$ cat src/sv/tcb_pkg.sv
// Shared types and constants for the tensor contraction with bias block.
`default_nettype none

package tcb_pkg;

    localparam int DATA_W      = 32;
    localparam int ACC_W       = 64;
    localparam int DIM_W       = 6;
    localparam int STORE_DEPTH = 1024;
    localparam int ADDR_W      = $clog2(STORE_DEPTH);
    localparam int MAX_ROWS_DEF = 32;
    localparam int MAX_COLS_DEF = 32;

    typedef enum logic {
        OP_LOAD = 1'b0,
        OP_MAC  = 1'b1
    } t_op;

    typedef enum logic {
        REG_INNER_ROWS = 1'b0,
        REG_INNER_COLS = 1'b1
    } t_reg_idx;

    // Request held between the weight read and the multiplier.
    typedef struct packed {
        logic                     valid;
        logic                     last;
        logic signed [DATA_W-1:0] elem;
        logic signed [DATA_W-1:0] bias;
    } t_s1;

    typedef struct packed {
        logic [ACC_W-1:0] sum;
        logic             clamp;
    } t_sat;

endpackage

`default_nettype wire

$ cat src/sv/tcb_back.sv
// Back end: multiply, saturating accumulate, bias add, rounding and result register.
`default_nettype none

module tcb_back (
    input  wire logic                         i_clk,
    input  wire logic                         i_rst_n,
    input  wire tcb_pkg::t_s1                 i_s1,
    input  wire logic [tcb_pkg::DATA_W-1:0]   i_weight,
    output logic                              o_s1_take,
    output logic                              o_out_valid,
    input  wire logic                         i_out_ready,
    output logic signed [tcb_pkg::DATA_W-1:0] o_result_value,
    output logic                              o_saturated
);
    import tcb_pkg::*;

    localparam logic signed [ACC_W-16:0] Q_MAX = 49'sh0_7fff_ffff;
    localparam logic signed [ACC_W-16:0] Q_MIN = -49'sh0_8000_0000;

    logic                     r_s2_valid, r_s2_last;
    logic signed [ACC_W-1:0]  r_s2_prod;
    logic signed [DATA_W-1:0] r_s2_bias;
    logic [ACC_W-1:0]         r_acc;
    logic                     r_clamp;
    logic                     r_s3_valid, r_s3_clamp;
    logic [ACC_W-1:0]         r_s3_sum;
    logic signed [DATA_W-1:0] r_s3_bias;
    logic                     r_s4_valid, r_s4_clamp;
    logic [ACC_W-1:0]         r_s4_sum;
    logic                     r_out_valid, r_out_sat;
    logic signed [DATA_W-1:0] r_out_value;

    logic out_free, s4_free, s3_free, s2_free, s2_fire;
    t_sat acc_sum, bias_sum;
    logic [ACC_W-1:0] bias_ext;
    logic signed [ACC_W-16:0] q;
    logic signed [DATA_W-1:0] narrow;
    logic narrow_clamp;

    function automatic t_sat sat_add(input logic [ACC_W-1:0] a, input logic [ACC_W-1:0] b);
        t_sat res;
        res.sum   = a + b;
        res.clamp = 1'b0;
        if (!a[ACC_W-1] && !b[ACC_W-1] && res.sum[ACC_W-1]) begin
            res.sum   = {1'b0, {(ACC_W-1){1'b1}}};
            res.clamp = 1'b1;
        end else if (a[ACC_W-1] && b[ACC_W-1] && !res.sum[ACC_W-1]) begin
            res.sum   = {1'b1, {(ACC_W-1){1'b0}}};
            res.clamp = 1'b1;
        end
        return res;
    endfunction

    assign out_free  = !r_out_valid || i_out_ready;
    assign s4_free   = !r_s4_valid || out_free;
    assign s3_free   = !r_s3_valid || s4_free;
    assign s2_free   = !r_s2_valid || !r_s2_last || s3_free;
    assign s2_fire   = r_s2_valid && (!r_s2_last || s3_free);
    assign o_s1_take = i_s1.valid && s2_free;

    assign acc_sum  = sat_add(r_acc, r_s2_prod);
    assign bias_ext = {{(ACC_W-DATA_W-16){r_s3_bias[DATA_W-1]}}, r_s3_bias, 16'h0000};
    assign bias_sum = sat_add(r_s3_sum, bias_ext);

    // round half up to Q16.16, then clamp to 32 bits
    assign q = $signed({r_s4_sum[ACC_W-1], r_s4_sum[ACC_W-1:16]})
             + $signed({{(ACC_W-16){1'b0}}, r_s4_sum[15]});

    always_comb begin
        narrow_clamp = 1'b0;
        narrow       = q[DATA_W-1:0];
        if (q > Q_MAX) begin
            narrow       = {1'b0, {(DATA_W-1){1'b1}}};
            narrow_clamp = 1'b1;
        end else if (q < Q_MIN) begin
            narrow       = {1'b1, {(DATA_W-1){1'b0}}};
            narrow_clamp = 1'b1;
        end
    end

    always_ff @(posedge i_clk) begin
        if (!i_rst_n) begin
            r_s2_valid  <= 1'b0;
            r_s3_valid  <= 1'b0;
            r_s4_valid  <= 1'b0;
            r_out_valid <= 1'b0;
            r_acc       <= '0;
            r_clamp     <= 1'b0;
        end else begin
            if (s2_free) begin
                r_s2_valid <= i_s1.valid;
            end
            if (s2_fire) begin
                if (r_s2_last) begin
                    r_acc   <= '0;
                    r_clamp <= 1'b0;
                end else begin
                    r_acc   <= acc_sum.sum;
                    r_clamp <= r_clamp | acc_sum.clamp;
                end
            end
            if (s3_free) begin
                r_s3_valid <= s2_fire && r_s2_last;
            end
            if (s4_free) begin
                r_s4_valid <= r_s3_valid;
            end
            if (out_free) begin
                r_out_valid <= r_s4_valid;
            end
        end
    end

    always_ff @(posedge i_clk) begin
        if (o_s1_take) begin
            r_s2_prod <= $signed(i_weight) * i_s1.elem;
            r_s2_last <= i_s1.last;
            r_s2_bias <= i_s1.bias;
        end
        if (s3_free) begin
            r_s3_sum   <= acc_sum.sum;
            r_s3_clamp <= r_clamp | acc_sum.clamp;
            r_s3_bias  <= r_s2_bias;
        end
        if (s4_free) begin
            r_s4_sum   <= bias_sum.sum;
            r_s4_clamp <= r_s3_clamp | bias_sum.clamp;
        end
        if (out_free) begin
            r_out_value <= narrow;
            r_out_sat   <= r_s4_clamp | narrow_clamp;
        end
    end

    assign o_out_valid    = r_out_valid;
    assign o_result_value = r_out_value;
    assign o_saturated    = r_out_sat;

endmodule

`default_nettype wire

$ cat config.mk
export PLATFORM = sky130hd
export DESIGN_NAME = tcb_back
export DESIGN_NICKNAME = d
export VERILOG_FILES = /design/src/sv/tcb_pkg.sv /design/src/sv/tcb_back.sv
export SDC_FILE = /design/constraint.sdc
export NUM_CORES = 2
export LEC_CHECK = 0
export BUFFER_PORTS_ARGS = -buffer_cell sky130_fd_sc_hd__buf_2
export CAP_MARGIN = 30
export CORE_ASPECT_RATIO = 1.75
export CORE_MARGIN = 2
export CORE_UTILIZATION = 60
export DETAILED_ROUTE_END_ITERATION = 10
export GPL_TIMING_DRIVEN = 0
export HOLD_SLACK_MARGIN = 0.12
export PLACE_DENSITY = 0.89
export SLEW_MARGIN = 20
export SYNTH_ARGS = -nofsm -noshare
export SYNTH_HDL_FRONTEND = slang
export SYNTH_SLANG_ARGS = --single-unit
$ cat constraint.sdc
create_clock -name i_clk -period 9.23 [get_ports i_clk]
set_input_delay 1.3845 -clock i_clk [delete_from_list [all_inputs] [get_ports i_clk]]
set_output_delay 1.3845 -clock i_clk [all_outputs]
set_load 0.005 [all_outputs]
==> summary.txt <==
Run status
  • Status: complete, but fails checks
  • Failing checks: DRC, setup timing

Die
  • Starting Density: 60.4%
  • Chip width: 232 microns
  • I/O pin count: 136
  • Die Area: 93400 sq um
  • Die extent in y: 403 microns
  • Core Rows: 146
  • Core Region: 90200 sq um

STA
  • Total negative slack: -0.134 ns
  • Least-Margin Pin Slew: 1.11 ns
  • Slew margin rel.: 26.2%
  • Pins over their slew limit: 0
  • Final Hold Fails: 0
  • F_max: 0.107 GHz
  • Final setup viols: 2
  • Setup Skew: 0.0175 ns
  • Final WS setup: -0.0826 ns
  • Post-layout min period: 9.31 ns
  • Final period utilization: 101%

Global routing
  • First-pass GRT wire length: 348000 microns
  • Largest net degree at the start of global routing: 39
  • GR Overflow Total: 0
  • Vias in the first global route: 49.8k
  • Total track usage: 53.4%
  • Initial antenna violation count: 32

Placement
  • Placer Congestion: 1.10
  • Pre-CTS setup slack: -2.23 ns
  • Count of input and output buffers: 134
  • Post-DP Area: 57400 sq um
  • Detailed-placement wirelength estimate: 190000 microns
  • Placed cell count: 6954

Worst hold path
  • HP Class: reg2reg
  • HP Start: r_s2_bias[9]$_DFFE_PP_

Clock network
  • Worst-skew pair later-pin latency: 0.61 ns
  • CTS buffer count: 27
  • Clk pin slew, worst setup/hold paths: 0.08 ns
  • Clk buf depth: 3
  • Clock sinks: 331
  • CTS tree: built
  • Clk root buf: clkbuf_16
  • CTS H-tree lvls: 1

Final layout
  • Nets: 7325
  • Ratio of cells with drive above 1 in the final layout: 9.95%
  • Finished Cell Area: 59700 sq um
  • Commonest non-fill, non-tap cell in the layout: fa_1
  • Most frequent cells in the layout: 1060 x fa_1, 1029 x inv_1, 632 x nand2_1
  • Area grow syn2layout: 9.53%
  • Final cell count without fillers: 7071

Job
  • Max_cap viols: 0

Worst setup path
  • WS Path Type: in2reg
  • Crit path capture type: flop
  • Worst EP required: 9.60 ns
  • Crit Path Max Fanout: 10
  • Crit path from: i_s1[42]
  • Worst Path Arrival: 9.68 ns
  • CP startpoint kind: primary input
  • Reg2reg start: r_s2_prod[1]$_DFFE_PP_

Logic synthesis
  • Netlist cell types: 97
  • Post-synth top flop: edfxtp_1
  • Sequential share of the synthesized area: 17.0%
  • YS warnings: 0
  • Ys async rst share: 0%
  • FF+latch count, synth: 331
  • Cells after Synth: 5589
  • Syn Area/Cell: 9.75 sq um
  • Syn_nets: 7075
  • Synthesized cell area: 54500 sq um
  • Post-synth EDFFs: 262

Detailed routing
  • DR DRC count: 8
  • Antenna-violating nets left: 0
  • Starting DRT DRC Count: 4936
  • Vias: 46.3k
  • Drt first pass iters: 11
  • DRT Wirelength: 240000 microns
  • DR vias/cell: 6.54
  • Wirelength per Cell: 34.0 microns
## cells by family after synthesis
| family | synth area share (%) |
|---|---|
| AND/OR/NAND/NOR | 14.3 |
| adder cells (fa/ha/maj) | 46.7 |
| flip-flops | 17.0 |
| XOR/XNOR | 3.28 |
| multiplexers | 0.142 |
| AO/OA/AOI/OAI | 9.41 |
| buffers and inverters | 9.16 |
## routing by layer
layer,track usage (%),up-vias,routed length (microns)
met5,1.91,-,247
met2,84.5,3686,111000
li1,-,18029,-
met1,49.5,22697,65200
met3,19.7,1847,25700
met4,60.2,14,38200
## flip-flops by register name, summed over array words and instances, names as in the netlist
register        flops
r_s3_valid          1
r_s2_valid          1
r_clamp             1
r_s4_sum           49
r_s2_last           1
o_result_value     32
r_acc              64
r_s2_prod          64
r_s4_valid          1
r_s2_bias          32
o_saturated         1
r_s3_bias          32
r_s4_clamp          1
o_out_valid         1
r_s3_clamp          1
r_s3_sum           49
## critical path: stages
cell      delay (ns)
buf_2           0.27
clkbuf_2        0.41
nand2_1         0.13
fa_2            0.66
inv_1           0.12
fa_1            0.53
inv_1           0.07
fa_1            0.53
inv_1           0.05
fa_1            0.50
inv_1           0.06
fa_1            0.58
fa_1            0.44
fa_1            0.94
fa_1            0.60
inv_1           0.09
ha_1            0.29
a21o_1          0.18
a21oi_1         0.15
nor2_1          0.05
nor2_1          0.16
nand3_1         0.14
o21ai_4         0.25
o21ai_1         0.20
a311o_1         0.36
a21oi_1         0.23
xnor2_1         0.26
## path summary, 6_finish.rpt
| path | depth (start not counted) | endpoint | slack, ns |
|---|---|---|---|
| setup / recovery | 27 | r_s2_prod[58]$_DFFE_PP_ | -0.08 |
| hold / removal | 0 | r_s3_bias[9]$_DFFE_PP_ | 0.42 |
| setup reg to reg | 18 | r_s3_sum[24]$_DFFE_PP_ | 1.19 |
| hold reg to reg | 0 | r_s3_bias[9]$_DFFE_PP_ | 0.42 |
## cell usage after synthesis (all sizes together) (22+ instances only)
library cell,count,area [sq um]
nand2b,30,188
a21o,114,856
ha,300,3750
a21oi,202,1010
o21ai,225,1130
inv,1039,3900
nor3,34,198
nand4,46,333
edfxtp,262,7870
a31oi,22,144
dfxtp,69,1380
nand2,635,2390
o21a,26,195
nor2,140,533
fa,1085,21700
xnor2,123,1080
clkbuf,275,1040
nand3,55,285
and3,26,169
o21bai,34,255
and2,524,3280
xor2,81,709
## area by class of cell
class / count / area, sq um
Buffer: 280 / 1530
Fill cell: 7023 / 30500
Sequential cell: 331 / 9250
Clock buffer: 30 / 739
Timing Repair Buffer: 223 / 1780
Multi-Input combinational cell: 3936 / 40700
Antenna cell: 27 / 67.6
Tap cell: 1184 / 1480
Clock inverter: 20 / 230
Inverter: 1040 / 3930
## metrics by stage
| step | util [%] | hold slack (ns) |
|---|---|---|
| 6_report | 66.2 | 0.424 |
| 5_1_grt | 66.1 | 0.441 |
| 4_1_cts | 65.3 | 0.427 |
| 3_5_place_dp | 63.6 | 0.408 |
| 3_3_place_gp | 62.8 | 0.406 |
| 2_1_floorplan | - | 0.400 |
## repair_timing
item | CTS | global route
setup endpoints to repair | 31 | 17
resized for setup | 204 | 242
hold buffers | 0 | 0
setup buffers | 14 | 17
pin swaps | 8 | 35
cloned | 0 | 0
Power is not shown: default switching activity piles up to over one toggle a cycle in this logic, so the estimate is an artifact.
